$ cat src/ecint_pkg.sv
`default_nettype none
// ----------------------------------------------------------------------------
// ecint_pkg
// Types, widths and helpers shared by the elevation color interpolator.
// ----------------------------------------------------------------------------
package ecint_pkg;

  localparam int ALPHA_FRAC_BITS = 16;
  localparam int GAMMA_CHANNELS  = 3;

  localparam int ELEV_W     = 16;
  localparam int DEN_W      = 16;
  localparam int ALPHA_W    = ALPHA_FRAC_BITS + 1;
  localparam int LANE_W     = 16;
  localparam int PROD_W     = ALPHA_W + LANE_W;
  localparam int TEMP_W     = 15;
  localparam int BRIGHT_W   = 15;
  localparam int GAMMA_W    = 16;
  localparam int GAMMA_OUT  = 3;
  localparam int PROG_W     = 17;
  localparam int PROG_FRAC  = 16;
  localparam int CFG_IDX_W  = 3;
  localparam int CFG_DATA_W = 48;

  localparam int LANE_TEMP   = 0;
  localparam int LANE_BRIGHT = 1;
  localparam int LANE_GAMMA0 = 2;
  localparam int NUM_LANES   = LANE_GAMMA0 + GAMMA_OUT;

  localparam int PROG_SH_R = (ALPHA_FRAC_BITS >= PROG_FRAC) ? ALPHA_FRAC_BITS - PROG_FRAC : 0;
  localparam int PROG_SH_L = (ALPHA_FRAC_BITS < PROG_FRAC) ? PROG_FRAC - ALPHA_FRAC_BITS : 0;

  localparam logic [ALPHA_W-1:0] ALPHA_ONE = {1'b1, {ALPHA_FRAC_BITS{1'b0}}};
  localparam logic [PROG_W-1:0]  PROG_ONE  = {1'b1, {PROG_FRAC{1'b0}}};

  typedef enum logic [1:0] {
    PHASE_NIGHT = 2'd0,
    PHASE_TRANS = 2'd1,
    PHASE_DAY   = 2'd2
  } sun_phase_t;

  typedef enum logic [CFG_IDX_W-1:0] {
    REG_LOW_ELEV     = 3'd0,
    REG_HIGH_ELEV    = 3'd1,
    REG_DAY_TEMP     = 3'd2,
    REG_NIGHT_TEMP   = 3'd3,
    REG_DAY_BRIGHT   = 3'd4,
    REG_NIGHT_BRIGHT = 3'd5,
    REG_DAY_GAMMA    = 3'd6,
    REG_NIGHT_GAMMA  = 3'd7
  } reg_idx_t;

  typedef struct packed {
    sun_phase_t                 period;
    logic [DEN_W-1:0]           rem;
    logic [DEN_W-1:0]           den;
    logic [ALPHA_FRAC_BITS-1:0] quo;
  } div_tok_t;

  typedef logic [NUM_LANES-1:0][LANE_W-1:0] lane_vec_t;

  typedef struct packed {
    lane_vec_t day;
    lane_vec_t night;
  } blend_cfg_t;

  // one restoring step: one quotient bit
  function automatic div_tok_t div_step(div_tok_t t);
    logic [DEN_W:0] r2;
    logic [DEN_W:0] d2;
    div_tok_t       o;
    o  = t;
    r2 = {t.rem, 1'b0};
    d2 = {1'b0, t.den};
    if (r2 >= d2) begin
      o.rem = DEN_W'(r2 - d2);
      o.quo = {t.quo[ALPHA_FRAC_BITS-2:0], 1'b1};
    end else begin
      o.rem = r2[DEN_W-1:0];
      o.quo = {t.quo[ALPHA_FRAC_BITS-2:0], 1'b0};
    end
    return o;
  endfunction

endpackage
`default_nettype wire

$ cat src/ecint_out_if.sv
`default_nettype none
// ----------------------------------------------------------------------------
// ecint_out_if
// Result channel: period, progress and the blended display settings.
// ----------------------------------------------------------------------------
interface ecint_out_if import ecint_pkg::*; ();

  logic                valid;
  logic                ready;
  sun_phase_t          period;
  logic [PROG_W-1:0]   progress;
  logic [TEMP_W-1:0]   temperature_out;
  logic [BRIGHT_W-1:0] brightness_out;
  logic [GAMMA_W-1:0]  gamma_red;
  logic [GAMMA_W-1:0]  gamma_green;
  logic [GAMMA_W-1:0]  gamma_blue;

  modport source (output valid, output period, output progress, output temperature_out,
                  output brightness_out, output gamma_red, output gamma_green,
                  output gamma_blue, input ready);
  modport sink   (input valid, input period, input progress, input temperature_out,
                  input brightness_out, input gamma_red, input gamma_green,
                  input gamma_blue, output ready);

endinterface
`default_nettype wire

$ cat src/ecint_blend.sv
`default_nettype none
// ----------------------------------------------------------------------------
// ecint_blend
// Alpha select and lane products, then night plus scaled difference.
// ----------------------------------------------------------------------------
module ecint_blend import ecint_pkg::*; (
  input  wire logic       clk,
  input  wire logic       rst_n,
  input  wire logic       in_valid,
  output logic            in_ready,
  input  wire div_tok_t   in_tok,
  input  wire blend_cfg_t cfg,
  ecint_out_if.source     out_ch
);

  logic                             vm_r;
  sun_phase_t                       period_m_r;
  logic [ALPHA_W-1:0]               alpha_m_r;
  logic [NUM_LANES-1:0][PROD_W-1:0] prod_m_r;
  logic                             rdy_m;
  logic                             rdy_f;
  logic [ALPHA_W-1:0]               alpha_nxt;
  logic [NUM_LANES-1:0][PROD_W-1:0] prod_nxt;

  logic                             vf_r;
  sun_phase_t                       period_r;
  logic [PROG_W-1:0]                progress_r;
  lane_vec_t                        res_r;
  lane_vec_t                        res_nxt;
  logic [PROG_W-1:0]                progress_nxt;

  assign rdy_f    = !vf_r || out_ch.ready;
  assign rdy_m    = !vm_r || rdy_f;
  assign in_ready = rdy_m;

  always_comb begin
    case (in_tok.period)
      PHASE_NIGHT: alpha_nxt = '0;
      PHASE_TRANS: alpha_nxt = {1'b0, in_tok.quo};
      default:     alpha_nxt = ALPHA_ONE;
    endcase
  end

  always_comb begin
    logic [LANE_W-1:0] d;
    for (int i = 0; i < NUM_LANES; i++) begin
      if (cfg.day[i] >= cfg.night[i]) begin
        d = cfg.day[i] - cfg.night[i];
      end else begin
        d = cfg.night[i] - cfg.day[i];
      end
      prod_nxt[i] = PROD_W'(alpha_nxt) * PROD_W'(d);
    end
  end

  always_ff @(posedge clk) begin
    if (!rst_n) begin
      vm_r <= 1'b0;
    end else if (rdy_m) begin
      vm_r <= in_valid;
    end
  end

  always_ff @(posedge clk) begin
    if (rdy_m && in_valid) begin
      period_m_r <= in_tok.period;
      alpha_m_r  <= alpha_nxt;
      prod_m_r   <= prod_nxt;
    end
  end

  always_comb begin
    logic [LANE_W-1:0] step;
    for (int i = 0; i < NUM_LANES; i++) begin
      step = prod_m_r[i][ALPHA_FRAC_BITS +: LANE_W];
      if (i >= LANE_GAMMA0 + GAMMA_CHANNELS) begin
        res_nxt[i] = '0;
      end else if (cfg.day[i] >= cfg.night[i]) begin
        res_nxt[i] = cfg.night[i] + step;
      end else begin
        res_nxt[i] = cfg.night[i] - step;
      end
    end
  end

  assign progress_nxt = PROG_W'(({{PROG_W{1'b0}}, alpha_m_r} >> PROG_SH_R) << PROG_SH_L);

  always_ff @(posedge clk) begin
    if (!rst_n) begin
      vf_r <= 1'b0;
    end else if (rdy_f) begin
      vf_r <= vm_r;
    end
  end

  always_ff @(posedge clk) begin
    if (rdy_f && vm_r) begin
      period_r   <= period_m_r;
      progress_r <= progress_nxt;
      res_r      <= res_nxt;
    end
  end

  assign out_ch.valid           = vf_r;
  assign out_ch.period          = period_r;
  assign out_ch.progress        = progress_r;
  assign out_ch.temperature_out = res_r[LANE_TEMP][TEMP_W-1:0];
  assign out_ch.brightness_out  = res_r[LANE_BRIGHT][BRIGHT_W-1:0];
  assign out_ch.gamma_red       = res_r[LANE_GAMMA0];
  assign out_ch.gamma_green     = res_r[LANE_GAMMA0+1];
  assign out_ch.gamma_blue      = res_r[LANE_GAMMA0+2];

endmodule
`default_nettype wire

$ cat src/flat_wrapper.sv
// flat-port wrapper written by rule: the top's interface ports become plain ports
module ecint_blend_flat import ecint_pkg::*;
  (clk, rst_n, in_valid, in_ready, in_tok, cfg, out_ch_valid, out_ch_period, out_ch_progress, out_ch_temperature_out, out_ch_brightness_out, out_ch_gamma_red, out_ch_gamma_green, out_ch_gamma_blue, out_ch_ready);
  ecint_out_if out_ch_i ();
  input  wire logic clk;
  input  wire logic rst_n;
  input  wire logic in_valid;
  output logic in_ready;
  input  wire div_tok_t in_tok;
  input  wire blend_cfg_t cfg;
  output wire logic [$bits(out_ch_i.valid)-1:0] out_ch_valid;
  output wire logic [$bits(out_ch_i.period)-1:0] out_ch_period;
  output wire logic [$bits(out_ch_i.progress)-1:0] out_ch_progress;
  output wire logic [$bits(out_ch_i.temperature_out)-1:0] out_ch_temperature_out;
  output wire logic [$bits(out_ch_i.brightness_out)-1:0] out_ch_brightness_out;
  output wire logic [$bits(out_ch_i.gamma_red)-1:0] out_ch_gamma_red;
  output wire logic [$bits(out_ch_i.gamma_green)-1:0] out_ch_gamma_green;
  output wire logic [$bits(out_ch_i.gamma_blue)-1:0] out_ch_gamma_blue;
  input wire logic [$bits(out_ch_i.ready)-1:0] out_ch_ready;
  assign out_ch_valid = out_ch_i.valid;
  assign out_ch_period = out_ch_i.period;
  assign out_ch_progress = out_ch_i.progress;
  assign out_ch_temperature_out = out_ch_i.temperature_out;
  assign out_ch_brightness_out = out_ch_i.brightness_out;
  assign out_ch_gamma_red = out_ch_i.gamma_red;
  assign out_ch_gamma_green = out_ch_i.gamma_green;
  assign out_ch_gamma_blue = out_ch_i.gamma_blue;
  assign out_ch_i.ready = out_ch_ready;
  ecint_blend u_core (.clk(clk), .rst_n(rst_n), .in_valid(in_valid), .in_ready(in_ready), .in_tok(in_tok), .cfg(cfg), .out_ch(out_ch_i));
endmodule
$ cat config.mk
export PLATFORM = sky130hd
export DESIGN_NAME = ecint_blend_flat
export DESIGN_NICKNAME = d
export VERILOG_FILES = /design/src/ecint_pkg.sv /design/src/ecint_out_if.sv /design/src/ecint_blend.sv /design/src/flat_wrapper.sv
export SDC_FILE = /design/constraint.sdc
export NUM_CORES = 2
export LEC_CHECK = 0
export BUFFER_PORTS_ARGS = -buffer_cell sky130_fd_sc_hd__buf_2
export CAP_MARGIN = 20
export CORE_ASPECT_RATIO = 1.5
export CORE_MARGIN = 2
export CORE_UTILIZATION = 40
export CTS_CLUSTER_DIAMETER = 50
export DETAILED_ROUTE_END_ITERATION = 16
export PLACE_DENSITY = 0.54
export SLEW_MARGIN = 40
export SYNTH_ARGS = -nofsm -noshare
export SYNTH_HDL_FRONTEND = slang
export SYNTH_SLANG_ARGS = --single-unit
$ cat constraint.sdc
create_clock -name clk -period 10.8 [get_ports clk]
set_input_delay 0.54 -clock clk [delete_from_list [all_inputs] [get_ports clk]]
set_output_delay 0.54 -clock clk [all_outputs]
set_load 0.005 [all_outputs]
==> qor.yml <==
tritoncts: "built"
grt_usage_pct: 24.7
critPathArrivalTime_ps: 10300
fin_nets: 8841
wl_um: 179000
yosys_most_used_dff: "edfxtp_1"
area_growth_pct: 9.05
antenna_found_initial: 6
path_delay_family: "compound AO/OA/AOI/OAI gates"
gr-total-overflow: 0
grt_pass1_vias: 49400
cp_max_fo: 3
grt_max_degree: 66
p_leak_uw: 0.0320
yosysTopAreaCell: "fa_1"
htree_levels: 4
skew_ps: 15.4
row_count: 171
syn_area_um2: 58000
finalCritPeriodShare_pct: 92.5
post-route-min-period_ps: 9990
grt_pass1_wl_um: 278000
outcome: "complete, no violations"
num_vias: 45400
synth_cell_types: 80
routedWlPerCell_um: 20.3
io_pins: 313
vias_per_cell: 5.16
die_h_um: 470
port_buffers: 280
hold_path.class: "primary input to flip-flop"
synth_edf_count: 194
dieArea_um2: 148000
synth.most_common_cell: "inv_1"
cts_setup_buffers: 0
drc: 0
worstMarginPinSlew_ps: 892
crit_top_cell: "fa_1"
cp_slowest_stage_delay_ps: 590
ys_ff_latch: 196
drive_gt1_share_pct: 8.83
netlist.area_leader.share_pct: 36.1
cp-end-kind: "flip-flop"
ys_async_sr_fraction_pct: 0
worst_ep_required_time_ps: 11120
fmax_mhz: 100
path_clk_slew_ps: 80
ys_top_cells_by_area: "fa_1 36%, ha_1 15%, edfxtp_1 10%"
worstSetupStartpointType: "primary input"
ant_nets: 0
finalSetupViolations: 0
slew_headroom_pct: 40.1
cts_root_buffer: "clkbuf_16"
dp_hpwl_um: 139000
dr.pass1.iters: 5
cts_buffers: 17
path_class: "primary input to flip-flop"
core_um2: 144000
cp_slowest_cell: "a2111oi_0"
routabilityCongestion: 0.884
slew_viol_final: 0
syn_inst: 6603
avgSynthCellArea_um2: 8.79
synth_common_cells: "1443 x inv_1, 1045 x fa_1, 769 x nand2_1, 708 x ha_1, 683 x nor2_1"
cap_violations: 0
utilization_pct: 43.8
post_cts_hold_buffer_count: 0
ir_drop_v: 0.000148
synth_fp_nets: 8570
ys_warn_count: 0
hold_violations: 0
rsz0062_at_grt: "false"
cts-resized-gates: 0
start_util_pct: 40.2
drt-initial-drc-count: 2594
p_per_area_nw_per_um2: 175
ys_seq_area_share_pct: 10.1
clkLatencyLatePin_ps: 580
critPathBufInv: 8
ctsLongestPathBuffers: 2
cts_sinks: 196
finalSetupTns_ps: 0
die_w_um: 315
[per-stage QoR]
step | hold WS [ps] | instance area [um^2] | cells | power [uW] | setup WS, ps
CTS | 90.5 | 63300 | 8790 | 11200 | 842
floorplan | 400 | 58000 | 6603 | 7700 | 1410
finish | 151 | 63300 | 8792 | 11100 | 814
global placement | 402 | 62600 | 8758 | 10200 | 295
detailed placement | 405 | 62700 | 8758 | 10400 | 277
global route | 131 | 63300 | 8792 | 12300 | 234
[logic make-up (layout without fill, tap and decap cells)]
group | after synthesis | count (layout) | synth area share, %
and+or+nand+nor | 1903 | 1903 | 14.2
adders and majority gates | 1753 | 1753 | 51.3
buffers and inverters | 1686 | 1970 | 10.9
AOI/OAI and AO/OA | 697 | 697 | 7.78
xor gates and xnor gates | 329 | 329 | 4.99
DFF | 196 | 196 | 10.1
muxes | 39 | 39 | 0.688
other | 0 | 2 | 0
[registers in the layout, indices dropped and copies added (netlist names)]
signal / cells
u_core.prod_m_r: 78
u_core.alpha_m_r: 17
u_core.out_ch.progress: 17
u_core.out_ch.gamma_blue: 16
u_core.out_ch.gamma_green: 16
u_core.out_ch.gamma_red: 16
u_core.out_ch.brightness_out: 15
u_core.out_ch.temperature_out: 15
u_core.out_ch.period: 2
u_core.period_m_r: 2
u_core.out_ch.valid: 1
u_core.vm_r: 1
[final timing paths]
check / from / slack [ps] / depth (start not counted) / to
max: cfg[96] / 810 / 39 / u_core.prod_m_r[63]
min: in_tok[48] / 150 / 1 / u_core.period_m_r[0]
max reg2reg: u_core.prod_m_r[115] / 6640 / 15 / u_core.out_ch.gamma_green[15]
min reg2reg: u_core.alpha_m_r[16] / 420 / 0 / u_core.out_ch.progress[16]
[metal layers]
layer | wire, um | global-route usage (%) | part of all wire [%]
met5 | 11 | 0 | 0.0062
met4 | 6490 | 8.87 | 3.6
met3 | 8740 | 3.36 | 4.9
met2 | 93600 | 45.2 | 52
met1 | 69700 | 29.0 | 39
[cell usage in the layout, fill, tap and decap left out, drive strengths merged, types with 46 or more instances in the layout]
master | synthesis | final
nand2 | 770 | 770
nor2 | 683 | 683
a21oi | 242 | 242
edfxtp | 194 | 194
inv | 1444 | 1451
nor3 | 46 | 46
a21o | 110 | 110
ha | 708 | 708
xor2 | 92 | 92
nand3 | 48 | 48
xnor2 | 236 | 236
and2 | 109 | 109
buf | 22 | 493
o21bai | 56 | 56
nand2b | 104 | 104
o21ai | 98 | 98
fa | 1045 | 1045
[report_power, final]
part	leakage [uW]	internal [uW]	switching [uW]	total, uW
combinational	0.0298	3590	5120	8720
clock	0.000296	334	395	729
sequential	0.00189	1440	180	1620
total	0.0320	5370	5700	11100
[worst register-to-register path: stages, from the launching register on]
cell	delay, ps
edfxtp_1	500
nor3_1	550
nor2_1	120
xnor2_1	230
ha_1	300
inv_1	70
o21bai_1	70
a21oi_1	220
o21bai_1	110
a21oi_1	260
o21ai_0	180
o41ai_1	570
o21ai_0	280
o21ai_0	300
a21oi_1	110
a31oi_1	160
[cell type report]
cell class              count  area (um^2)
clock buffers              18          429
diodes                      2         5.00
clock inverters            14          179
repair buffers            493         3050
fillers                 14500        81100
multi-input cells        4721        45900
inverters                1445         5420
flip-flops and latches    196         5870
well taps                1903         2380
Power figures use the tool's default switching activity.
