**src/ecint_pkg.sv**
```systemverilog
`default_nettype none
// ----------------------------------------------------------------------------
// ecint_pkg
// Types, widths and helpers shared by the elevation color interpolator.
// ----------------------------------------------------------------------------
package ecint_pkg;

  localparam int ALPHA_FRAC_BITS = 16;
  localparam int GAMMA_CHANNELS  = 3;

  localparam int ELEV_W     = 16;
  localparam int DEN_W      = 16;
  localparam int ALPHA_W    = ALPHA_FRAC_BITS + 1;
  localparam int LANE_W     = 16;
  localparam int PROD_W     = ALPHA_W + LANE_W;
  localparam int TEMP_W     = 15;
  localparam int BRIGHT_W   = 15;
  localparam int GAMMA_W    = 16;
  localparam int GAMMA_OUT  = 3;
  localparam int PROG_W     = 17;
  localparam int PROG_FRAC  = 16;
  localparam int CFG_IDX_W  = 3;
  localparam int CFG_DATA_W = 48;

  localparam int LANE_TEMP   = 0;
  localparam int LANE_BRIGHT = 1;
  localparam int LANE_GAMMA0 = 2;
  localparam int NUM_LANES   = LANE_GAMMA0 + GAMMA_OUT;

  localparam int PROG_SH_R = (ALPHA_FRAC_BITS >= PROG_FRAC) ? ALPHA_FRAC_BITS - PROG_FRAC : 0;
  localparam int PROG_SH_L = (ALPHA_FRAC_BITS < PROG_FRAC) ? PROG_FRAC - ALPHA_FRAC_BITS : 0;

  localparam logic [ALPHA_W-1:0] ALPHA_ONE = {1'b1, {ALPHA_FRAC_BITS{1'b0}}};
  localparam logic [PROG_W-1:0]  PROG_ONE  = {1'b1, {PROG_FRAC{1'b0}}};

  typedef enum logic [1:0] {
    PHASE_NIGHT = 2'd0,
    PHASE_TRANS = 2'd1,
    PHASE_DAY   = 2'd2
  } sun_phase_t;

  typedef enum logic [CFG_IDX_W-1:0] {
    REG_LOW_ELEV     = 3'd0,
    REG_HIGH_ELEV    = 3'd1,
    REG_DAY_TEMP     = 3'd2,
    REG_NIGHT_TEMP   = 3'd3,
    REG_DAY_BRIGHT   = 3'd4,
    REG_NIGHT_BRIGHT = 3'd5,
    REG_DAY_GAMMA    = 3'd6,
    REG_NIGHT_GAMMA  = 3'd7
  } reg_idx_t;

  typedef struct packed {
    sun_phase_t                 period;
    logic [DEN_W-1:0]           rem;
    logic [DEN_W-1:0]           den;
    logic [ALPHA_FRAC_BITS-1:0] quo;
  } div_tok_t;

  typedef logic [NUM_LANES-1:0][LANE_W-1:0] lane_vec_t;

  typedef struct packed {
    lane_vec_t day;
    lane_vec_t night;
  } blend_cfg_t;

  // one restoring step: one quotient bit
  function automatic div_tok_t div_step(div_tok_t t);
    logic [DEN_W:0] r2;
    logic [DEN_W:0] d2;
    div_tok_t       o;
    o  = t;
    r2 = {t.rem, 1'b0};
    d2 = {1'b0, t.den};
    if (r2 >= d2) begin
      o.rem = DEN_W'(r2 - d2);
      o.quo = {t.quo[ALPHA_FRAC_BITS-2:0], 1'b1};
    end else begin
      o.rem = r2[DEN_W-1:0];
      o.quo = {t.quo[ALPHA_FRAC_BITS-2:0], 1'b0};
    end
    return o;
  endfunction

endpackage
`default_nettype wire

```
**src/ecint_div.sv**
```systemverilog
`default_nettype none
// ----------------------------------------------------------------------------
// ecint_div
// Pipelined restoring divider, one quotient bit per stage.
// ----------------------------------------------------------------------------
module ecint_div import ecint_pkg::*; (
  input  wire logic     clk,
  input  wire logic     rst_n,
  input  wire logic     in_valid,
  output logic          in_ready,
  input  wire div_tok_t in_tok,
  output logic          out_valid,
  input  wire logic     out_ready,
  output div_tok_t      out_tok
);

  localparam int NSTG = ALPHA_FRAC_BITS;

  logic [NSTG-1:0] vld_r;
  div_tok_t        tok_r [NSTG];
  logic [NSTG:0]   chain_v;
  logic [NSTG:0]   chain_rdy;
  div_tok_t        chain_t [NSTG+1];

  assign chain_v[0]      = in_valid;
  assign chain_t[0]      = in_tok;
  assign chain_rdy[NSTG] = out_ready;

  for (genvar k = 0; k < NSTG; k++) begin : g_stg
    assign chain_v[k+1]  = vld_r[k];
    assign chain_t[k+1]  = tok_r[k];
    assign chain_rdy[k]  = !vld_r[k] || chain_rdy[k+1];
  end

  always_ff @(posedge clk) begin
    if (!rst_n) begin
      vld_r <= '0;
    end else begin
      for (int k = 0; k < NSTG; k++) begin
        if (chain_rdy[k]) begin
          vld_r[k] <= chain_v[k];
        end
      end
    end
  end

  always_ff @(posedge clk) begin
    for (int k = 0; k < NSTG; k++) begin
      if (chain_rdy[k] && chain_v[k]) begin
        tok_r[k] <= div_step(chain_t[k]);
      end
    end
  end

  assign in_ready  = chain_rdy[0];
  assign out_valid = chain_v[NSTG];
  assign out_tok   = chain_t[NSTG];

endmodule
`default_nettype wire

```
**config.mk**
```make
export PLATFORM = sky130hd
export DESIGN_NAME = ecint_div
export DESIGN_NICKNAME = d
export VERILOG_FILES = /design/src/ecint_pkg.sv /design/src/ecint_div.sv
export SDC_FILE = /design/constraint.sdc
export NUM_CORES = 1
export LEC_CHECK = 0
export BUFFER_PORTS_ARGS = -buffer_cell sky130_fd_sc_hd__buf_2
export CAP_MARGIN = 20
export CORE_UTILIZATION = 40
export DETAILED_ROUTE_END_ITERATION = 8
export PLACE_DENSITY = 0.63
export SYNTH_ARGS = -nofsm -noshare
export SYNTH_HDL_FRONTEND = slang
export SYNTH_SLANG_ARGS = --single-unit
```
**constraint.sdc**
```tcl
create_clock -name clk -period 6.1 [get_ports clk]
set_clock_uncertainty 0.15 [all_clocks]
set_input_delay 0.61 -clock clk [delete_from_list [all_inputs] [get_ports clk]]
set_output_delay 0.61 -clock clk [all_outputs]
set_load 0.01 [all_outputs]
```
==> results of run 1 <==
logic make-up after synthesis:
family	share of synthesized area (%)
xor gates and xnor gates	3.32
adders and majority gates	9.41
AOI/OAI and AO/OA	11.5
buffers and inverters	4.86
and+or+nand+nor	9.00
DFF	55.4
muxes	6.47
registers in the layout, indices dropped and copies added (netlist names):
signal and cells:
tok_r 680, vld_r 16
worst register-to-register path, cell delays in order (launching register included):
cell,delay (ns)
edfxtp_1,0.42
inv_1,0.06
ha_1,0.30
nor2b_1,0.15
o31a_1,0.29
o31ai_2,0.34
a21oi_1,0.15
or2_4,0.29
o41ai_4,0.61
buf_4,0.32
mux2_2,0.35
area by class of cell:
cell class	count	share of cell area, %
repair buffers	115	1.66
clock inverters	39	1.09
inverters	337	3.02
multi-input cells	1904	35.9
clock buffers	103	5.07
well taps	1243	3.72
flip-flops and latches	696	49.6
power by group through the flow:
| stage | Clock, W | Sequential [W] | Combinational, W |
|---|---|---|---|
| final | 0.00473 | 0.00531 | 0.000611 |
| after global routing | 0.00503 | 0.00531 | 0.000680 |
| after CTS | 0.00486 | 0.00531 | 0.000611 |
| after detailed placement | 0 | 0.00541 | 0.000604 |
| after global placement | 0 | 0.00541 | 0.000598 |
| after floorplan | 0 | 0.00539 | 0.000482 |
routing by layer:
| layer | vias to the layer above | part of all wire, % | wire [um] | GRT usage, % |
|---|---|---|---|---|
| met5 | - | 0 | 0 | 0 |
| met4 | 0 | 2.5 | 1800 | 4.55 |
| met3 | 119 | 3.6 | 2600 | 2.43 |
| met2 | 389 | 49 | 35500 | 26.5 |
| met1 | 10787 | 45 | 33000 | 20.2 |
| li1 | 11371 | - | - | - |
through the flow:
stage | area [um2] | std cells | hold WS [ns]
after floorplan | 37400 | 3017 | 0.250
after global placement | 39100 | 4286 | 0.251
after detailed placement | 39100 | 4286 | 0.255
after CTS | 41800 | 4434 | 0.000731
after global routing | 41800 | 4437 | 0.00206
final | 41800 | 4437 | 0.0366
worst paths after layout:
path	start	to	slack (ns)
min reg2reg	tok_r[1][58]$_DFFE_PP_	tok_r[1][109]$_DFFE_PP_	0.25
max	vld_r[14]$_SDFFE_PN0P_	in_ready	2.15
max reg2reg	tok_r[0][67]$_DFFE_PP_	tok_r[0][138]$_DFFE_PP_	2.42
min	in_tok[49]	tok_r[0][49]$_DFFE_PP_	0.04
synthesized netlist by cell type (6+ instances only):
| library cell | number |
|---|---|
| nand3_1 | 34 |
| clkbuf_1 | 9 |
| edfxtp_1 | 680 |
| nand4_1 | 34 |
| mux2i_1 | 34 |
| mux2_4 | 30 |
| mux2_2 | 140 |
| o41ai_1 | 6 |
| a21boi_0 | 10 |
| xor2_1 | 49 |
| a2111oi_0 | 11 |
| a21o_1 | 68 |
| inv_1 | 337 |
| a31oi_1 | 29 |
| o21ai_0 | 132 |
| o211ai_1 | 8 |
| a211oi_1 | 17 |
| nor2_1 | 169 |
| buf_4 | 54 |
| a311o_1 | 8 |
| o21bai_1 | 13 |
| nor2b_1 | 67 |
| or3_1 | 34 |
| and3_1 | 18 |
| nand4b_1 | 6 |
| a21oi_1 | 148 |
| fa_1 | 16 |
| nor3_1 | 65 |
| xnor2_1 | 93 |
| or2_2 | 10 |
| and2_1 | 21 |
| ha_1 | 256 |
| a211o_1 | 12 |
| nand2_1 | 114 |
| o21a_1 | 79 |
| nand2b_1 | 20 |
| or4b_2 | 6 |
| o31ai_1 | 6 |
| nor4_1 | 16 |
| buf_2 | 12 |
| a21oi_2 | 7 |
| dfxtp_1 | 16 |
| o31a_1 | 22 |
timing repair:
| action | in CTS | in global routing |
|---|---|---|
| hold endpoints to repair | 6 | 0 |
| setup endpoints to repair | 0 | 0 |
| hold buffers | 6 | 0 |
| gates resized for setup | 0 | 0 |
==> summary.md, run 1 <==
| Metric | Value |
|---|---|
| Clock Latency Late Sink | roughly 0.63 ns |
| Worst setup EP type | output port |
| Pre-CTS setup slack | ~2 ns |
| Max-Cap Viols | 0 |
| Post-route setup slack | around 2.2 ns |
| Setup TNS | 0 ns |
| Hold path cells | 1 |
| Area occupied by multi-input gates | around 15000 um2 |
| Tightest Pin Transition | roughly 1 ns |
| Vias per inst | 5.11 |
| Synth area leader | edfxtp_1 |
| EDFF count, synth | slightly below 700 |
| Cells after Synth | ~3000 |
| Crit path max fanout | 6 |
| First-pass DRT Iterations | 5 |
| Cell area after synthesis | 37400 um2 |
| Vias | 22666 |
| Tightest Hold Check Type | in2reg |
| Die area | between 90000 and 100000 um2 |
| Maximum VDD drop | roughly 0.23 mV |
| CTS buffer count | 77 |
| Worst EP required | around 5.3 ns |
| Area grow syn2layout | 11.7% |
| Sw Share | a little over a fifth |
| Slowest CP cell | nor2_1 |
| Reg area | between 20000 and 25000 um2 |
| Fill count | around 8400 |
| Cell row count | 111 |
| Reg clk slew, reported paths | around 0.060 ns |
| Power Density | between 200 and 300 nW/um2 |
| CP top delay family | simple AND/OR/NAND/NOR gates |
| Sequential cell area fraction in the yosys report | a little under three fifths |
| CTS max path bufs | 3 |
| Post-route antenna net violation count | 0 |
| Mean Syn Cell Area | between 10 and 15 um2 |
| Arr. time, crit path | about 3.2 ns |
| Synth top area share | a little over half |
| CTS H-tree lvls | 3 |
| Setup CP Type | reg2out |
| R2r worst-path depth | 10 |
| Largest cells by area after synthesis | edfxtp_1, ha_1, mux2_2 |
| Final WL | 72.9 mm |
| Comb power frac | under 10% |
| Final period utilization | between 60% and 70% |
| Fraction of registers with async set/reset | 0% |
| LEAKAGE | approximately 16 nW |
| Global Route Usage Sum | 15.5% |
| I/O pin total | 106 |
| DR DRC count | 0 |
| Sequential cell fraction of total power | roughly 50% |
| Final Util | a little under half |
| Post-synthesis register bit count | around 700 |
| Final number of hold-violating endpoints | 0 |
| Int Power | around 0.0084 W |
| Fmax | between 200 and 300 MHz |
| Initial core utilization | 40.6% |
| PnR Total Power | about 0.011 W |
| Die X-Extent | ~310 um |
| 1st-iter DRT viols | ~1400 |
| Ant diodes | 0 |
| CP Cell Sequence | and4b_1 > nand4_1 > nor2_1 > and3_1 > and3_1 > nand2_1 > buf_2 |
| Routed length per instance | roughly 16 um |
| Clock sinks | between 600 and 700 |
| Post CTS Setup Buffer Count | 0 |
| Vias in the first global route | 21897 |
| Startpoint types | flop |
| Die Y | ~300 um |
| Layout Nets | around 3500 |
| Final min period | between 3 and 4 ns |
| Placeable Area | 92200 um2 |
| Clock Power Share | around 44% |
| Most frequent cells in the layout | edfxtp_1, inv_1, ha_1 |
| GRT overflow | 0 |
| Crit path buffers/inverters | 1 |
| Status | finished, final reports clean |
| Initial antenna violation count | 1 |
| Netlist cell types | 83 |
| CTS tree | built |
| Finish-stage setup viols | 0 |
| Slew Viols, Final | 0 |
| Crit path largest cell delay | about 0.48 ns |
| Slew HR | 32.4% |
| Port Buffers | 89 |
| DP Wirelength | ~54 mm |
| Layout cell share with drive strength beyond 1 | approximately 15% |
| GPL Wtd Cong | approximately 0.86 |
| Global-route wire length before repair | around 120 mm |
| Root Driver | clkbuf_16 |
| Main flop type after synthesis | edfxtp_1 |
| Mapped Nets | ~3300 |
| Most common cell after layout, fill and taps aside | edfxtp_1 |
| Levels on crit path | 7 |
| Sw Pwr | 0.00225 W |
| Largest net degree at the start of global routing | 51 |
| CP dominant cell by count | and3_1 |
| Syn. warnings | 0 |
| RSZ-0062 raised after global routing | false |
No activity file was read; power rests on OpenSTA's default activity.
==> run 2: changes to the inputs <==
--- a/config.mk
+++ b/config.mk
@@ -5,6 +5,7 @@
 export SDC_FILE = /design/constraint.sdc
 export NUM_CORES = 1
 export LEC_CHECK = 0
+export ABC_AREA = 1
 export BUFFER_PORTS_ARGS = -buffer_cell sky130_fd_sc_hd__buf_2
 export CAP_MARGIN = 20
 export CORE_UTILIZATION = 40
==> constraint.sdc (replaced) <==
create_clock -name clk -period 4.05 [get_ports clk]
set_clock_uncertainty 0.15 [all_clocks]
set_input_delay 0.405 -clock clk [delete_from_list [all_inputs] [get_ports clk]]
set_output_delay 0.405 -clock clk [all_outputs]
set_load 0.01 [all_outputs]
==> summary.md, run 2 <==
| Metric | Value |
|---|---|
| Vias | approximately 23000 |
| Comb power frac | 6.5% |
| Die Y | 306 um |
| Setup TNS | 0 ns |
| Startpoint types | primary input |
| 1st-iter DRT viols | roughly 1600 |
| Status | finished, final reports clean |
| Min Hold Slack | 0.226 ns |
| Crit path max fanout | 5 |
| Sw Pwr | ~0.0036 W |
| Final Cell Area | 41400 um2 |
| Post-route antenna net violation count | 0 |
| Syn. warnings | 0 |
| Synth top area share | a little under three fifths |
| Setup CP Type | in2out |
| Mapped Nets | between 3000 and 4000 |
| Fraction of registers with async set/reset | 0% |
| Post-synthesis compound-gate area fraction | roughly 12% |
| GRT overflow | 0 |
| RSZ-0062 raised after global routing | false |
| Commonest cells post-synth | edfxtp_1, nand2_1, inv_1 |
| I/O pin total | about 110 |
| Clock Power Share | 44.8% |
| Max reg flops | 680 |
| Initial antenna violation count | 0 |
| Port Buffers | slightly below 90 |
| Placeable Area | just over 90000 um2 |
| Final min period | approximately 3.5 ns |
| Root Driver | clkbuf_16 |
| Largest net degree at the start of global routing | 50 |
| LEAKAGE | between 15 and 20 nW |
| Routed length per instance | approximately 16 um |
| Post CTS Setup Buffer Count | 0 |
| Clock sinks | slightly below 700 |
| Int Power | approximately 0.013 W |
| Synth Area in Simple Gates | a little under an eighth |
| Initial core utilization | roughly two fifths |
| Layout Nets | ~3700 |
| Maximum VDD drop | roughly 0.3 mV |
| Final number of hold-violating endpoints | 0 |
| Placed cell area | between 30000 and 40000 um2 |
| CTS tree | built |
| Largest reg by FF count | tok_r |
| CTS buffer count | 79 |
| Final period utilization | a little under nine tenths |
| Worst setup EP type | output port |
| Final WL | 75.3 mm |
| CTS Hold Bufs | 36 |
| Sequential cell fraction of total power | about half |
| Post-Synth XOR/XNOR Area | around 4.9% |
| First-pass DRT Iterations | 5 |
| Arr. time, crit path | a little under 3 ns |
| Most frequent cells in the layout | edfxtp_1, nand2_1, inv_1 |
| Global-route wire length before repair | roughly 120 mm |
| Area grow syn2layout | 11.8% |
| Cells after Synth | around 3300 |
| Most common cell after layout, fill and taps aside | edfxtp_1 |
| Vias in the first global route | approximately 23000 |
| Worst EP required | 3.49 ns |
| Synth area leader | edfxtp_1 |
| Cell area after synthesis | about 37000 um2 |
| Placed Cells | between 4000 and 5000 |
| Die X-Extent | roughly 310 um |
| Global Route Usage Sum | roughly 16% |
| Layout cell share with drive strength beyond 1 | about 16% |
| Slew Viols, Final | 0 |
| Final Non-Filler Cells | about 4700 |
| Power Density | between 300 and 400 nW/um2 |
| Netlist cell types | 43 |
| Biggest regs | tok_r (680), vld_r (16) |
| Reg clk slew, reported paths | 0.06 ns |
| Count leader, synth | edfxtp_1 |
| Vias per inst | between 4 and 5 |
| Clock Latency Late Sink | about 0.63 ns |
| Tightest Hold Check Type | in2reg |
| Sequential cell area fraction in the yosys report | a little under three fifths |
| Max-Cap Viols | 0 |
| Mean Syn Cell Area | 11.2 um2 |
| Sw Share | 22.0% |
| PostCTS Resize Cnt | 0 |
| Cell row count | around 110 |
| Slew HR | between 30% and 40% |
| Ant diodes | 0 |
| DP Wirelength | slightly below 60 mm |
| Die area | 93900 um2 |
| Mux cell area share after synthesis | 0% |
| CTS max path bufs | 3 |
| Tightest Pin Transition | 1.02 ns |
| Post-synthesis adder-cell area fraction | under 10% |
| EDFF count, synth | 680 |
| Largest cells by area after synthesis | edfxtp_1, ha_1, nand2_1 |
| Largest family of logic cells by synthesized area | compound AO/OA/AOI/OAI gates |
| Post-synthesis register bit count | just under 700 |
| Finish-stage setup viols | 0 |
| GPL Wtd Cong | a little under 0.9 |
| CTS H-tree lvls | 3 |
| Main flop type after synthesis | edfxtp_1 |
| DR DRC count | 0 |
| Fmax | ~290 MHz |
## run 2: power groups by stage
stage / clock network (W) / registers, W / logic [W]
6_report: 0.00738 / 0.00804 / 0.00108
5_1_grt: 0.00783 / 0.00805 / 0.00121
4_1_cts: 0.00758 / 0.00804 / 0.00107
3_5_place_dp: 0 / 0.00819 / 0.00104
3_3_place_gp: 0 / 0.00819 / 0.00103
2_1_floorplan: 0 / 0.00816 / 0.000844
## run 2: logic make-up after synthesis
kind of cell    count (synthesis)
simple gates                  952
fa+ha+maj                     272
flops                         696
compound gates                675
buf+inv                       493
xor+xnor                      208
## run 2: per-layer routing
| layer | up-vias | track usage (%) | share of wire, % |
|---|---|---|---|
| met2 | 391 | 26.7 | 47 |
| met3 | 110 | 2.46 | 3.8 |
| met1 | 10901 | 21.9 | 47 |
| met4 | 0 | 4.70 | 2.5 |
| met5 | - | 0 | 0 |
| li1 | 11732 | - | - |
## run 2: stage by stage
| step | setup WS [ns] | util [%] | total power (W) |
|---|---|---|---|
| 4_1_cts | 0.549 | 45.2 | 0.0167 |
| 5_1_grt | 0.371 | 45.2 | 0.0171 |
| 2_1_floorplan | 0.570 | - | 0.00900 |
| 6_report | 0.572 | 45.2 | 0.0165 |
| 3_5_place_dp | 0.962 | 41.8 | 0.00923 |
| 3_3_place_gp | 0.989 | 41.8 | 0.00922 |
## run 2: worst paths after layout
check	start	to	slack, ns	depth (start not counted)
min	rst_n	vld_r[12]$_SDFFE_PN0P_	0.23	3
min reg2reg	tok_r[1][6]$_DFFE_PP_	tok_r[1][57]$_DFFE_PP_	0.25	0
max reg2reg	tok_r[0][168]$_DFFE_PP_	tok_r[0][238]$_DFFE_PP_	1.09	12
max	out_ready	in_ready	0.57	11
## run 2: final cells by class
class	count	area [um2]
Clock buffer	96	2120
Clock inverter	48	588
Fill cell	8507	50200
Inverter	399	1510
Multi-Input combinational cell	2107	14100
Sequential cell	696	20700
Tap cell	1186	1480
Timing Repair Buffer	139	948
## run 2: critical path, stage by stage
cell and delay [ns]:
dlygate4sd3_1 0.53, buf_2 0.12, inv_1 0.07, nand4_2 0.13, nor3_2 0.53, nand4_2 0.24, nor2_4 0.22, nand4_2 0.16
nor2_4 0.20, nand4_2 0.13, buf_2 0.17
==> run 3: changes to the inputs <==
==> constraint.sdc (replaced) <==
create_clock -name clk -period 4.05 [get_ports clk]
set_clock_uncertainty 0.15 [all_clocks]
set_input_delay 0.2025 -clock clk [delete_from_list [all_inputs] [get_ports clk]]
set_output_delay 0.2025 -clock clk [all_outputs]
set_load 0.01 [all_outputs]
==> summary.md, run 3 (synthesis gave the netlist of run 2 again) <==
| Metric | Value |
|---|---|
| Status | finished, final reports clean |
| Die area | around 94000 um2 |
| Startpoint types | flop |
| Die X-Extent | between 300 and 400 um |
| Placeable Area | 91700 um2 |
| Crit path max fanout | 5 |
| PnR Total Power | about 0.016 W |
| GPL Wtd Cong | roughly 0.87 |
| Global Route Usage Sum | around 16% |
| DP Wirelength | slightly below 60 mm |
| Biggest regs | tok_r (680), vld_r (16) |
| Slew HR | between 20 and 30% |
| Largest net degree at the start of global routing | 50 |
| Die Y | about 310 um |
| Most frequent cells in the layout | edfxtp_1, nand2_1, inv_1 |
| CTS max path bufs | 3 |
| First-pass DRT Iterations | 7 |
| Clock sinks | 696 |
| Ant diodes | 0 |
| Tightest Pin Transition | ~1.1 ns |
| GRT overflow | 0 |
| Layout Nets | approximately 3700 |
| CP Cell Sequence | nand4_2 > nor3_2 > nand4_2 > nor2_4 > nand4_2 > nor2_4 > nand4_2 > buf_2 |
| Tightest Hold Check Type | in2reg |
| Arr. time, crit path | roughly 2.8 ns |
| Worst Min Path Start | rst_n |
| Vias in the first global route | ~22000 |
| Initial core utilization | about two fifths |
| RSZ-0062 raised after global routing | false |
| Clock Latency Late Sink | between 0.6 and 0.7 ns |
| Port Buffers | slightly below 90 |
| Fill count | roughly 8400 |
| Routed length per instance | around 16 um |
| Max-Cap Viols | 0 |
| Post CTS Setup Buffer Count | 0 |
| I/O pin total | ~110 |
| DR DRC count | 0 |
| CTS tree | built |
| Most common cell after layout, fill and taps aside | edfxtp_1 |
| CTS buffer count | between 70 and 80 |
| Root Driver | clkbuf_16 |
| 1st-iter DRT viols | 1420 |
| Vias per inst | slightly below 5 |
| Cell row count | about 110 |
| Finish-stage setup viols | 0 |
| PostCTS Resize Cnt | 0 |
| Worst setup startpoint | vld_r[14]$_SDFFE_PN0P_ |
| Final Cell Area | slightly above 40000 um2 |
| Worst EP required | about 3.7 ns |
| Power Density | around 390 nW/um2 |
| Largest reg by FF count | tok_r |
| Crit path largest cell delay | between 0.5 and 0.6 ns |
| FF-to-FF Start | vld_r[14]$_SDFFE_PN0P_ |
| Final number of hold-violating endpoints | 0 |
| LEAKAGE | 16.5 nW |
| Slew Viols, Final | 0 |
| Post-route antenna net violation count | 0 |
| Maximum VDD drop | approximately 0.32 mV |
| FF-to-FF setup slack | 1.17 ns |
| CTS H-tree lvls | 3 |
| Max reg flops | 680 |
| Global-route wire length before repair | 120 mm |
| Placed cell area | between 30000 and 40000 um2 |
| Final period utilization | between 70 and 80% |
| Slowest CP cell | nor3_2 |
| Final min period | 3.16 ns |
| Worst setup EP type | output port |
| Fmax | 317 MHz |
| Setup TNS | 0 ns |
| Reg clk slew, reported paths | 0.06 ns |
| Vias | ~23000 |
| Final WL | around 75 mm |
| Area grow syn2layout | 11.3% |
| Layout cell share with drive strength beyond 1 | ~15% |
| Initial antenna violation count | 2 |
| Setup CP Type | reg2out |
| CP dominant cell by count | nand4_2 |
run 3: path summary, 6_finish.rpt:
kind | end | cells past startpoint
hold / removal | vld_r[7]$_SDFFE_PN0P_ | 3
hold reg to reg | tok_r[1][56]$_DFFE_PP_ | 0
setup / recovery | in_ready | 8
setup reg to reg | tok_r[0][40]$_DFFE_PP_ | 10
run 3: metrics by stage:
step                      setup WS [ns]  util (%)  cells  hold slack [ns]
after floorplan                   0.638         -   3296            0.151
after global placement             1.19      41.8   4488            0.231
after detailed placement           1.17      41.8   4488            0.233
after CTS                         0.827      45.0   4666         0.000462
after global routing              0.699      45.0   4668           0.0356
final                             0.894      45.0   4668           0.0431
run 3: power by group:
part	switching [W]	internal [W]
sequential	0.0000642	0.00797
combinational	0.000642	0.000428
clock	0.00286	0.00416
total	0.00357	0.0126
run 3: final cells by class:
class | count | area, um2 | share of cell area, %
Clock buffer | 95 | 2070 | 5.01
Tap cell | 1186 | 1480 | 3.60
Timing Repair Buffer | 139 | 938 | 2.27
Inverter | 399 | 1510 | 3.66
Multi-Input combinational cell | 2107 | 14100 | 34.0
Clock inverter | 46 | 479 | 1.16
Sequential cell | 696 | 20700 | 50.3
run 3: layer usage:
| metal | GRT usage [%] | up-vias | wire, um | part of all wire (%) |
|---|---|---|---|---|
| met3 | 2.41 | 103 | 2870 | 3.8 |
| met5 | 0 | - | 0 | 0 |
| met1 | 21.8 | 10765 | 35000 | 47 |
| met4 | 4.12 | 0 | 1600 | 2.1 |
| li1 | - | 11723 | - | - |
| met2 | 26.9 | 384 | 35500 | 47 |
run 3: repair_timing:
action                                 4_1_cts  5_1_grt
setup endpoints to repair                    0        0
endpoints found under the hold margin       41        0
hold buffers                                37        0
run 3: worst max-delay path, delay by kind of cell (launching register included):
kind                   cells  cell delay, ns
and+or+nand+nor            7            1.65
buffers and inverters      1            0.17
DFF                        1            0.36
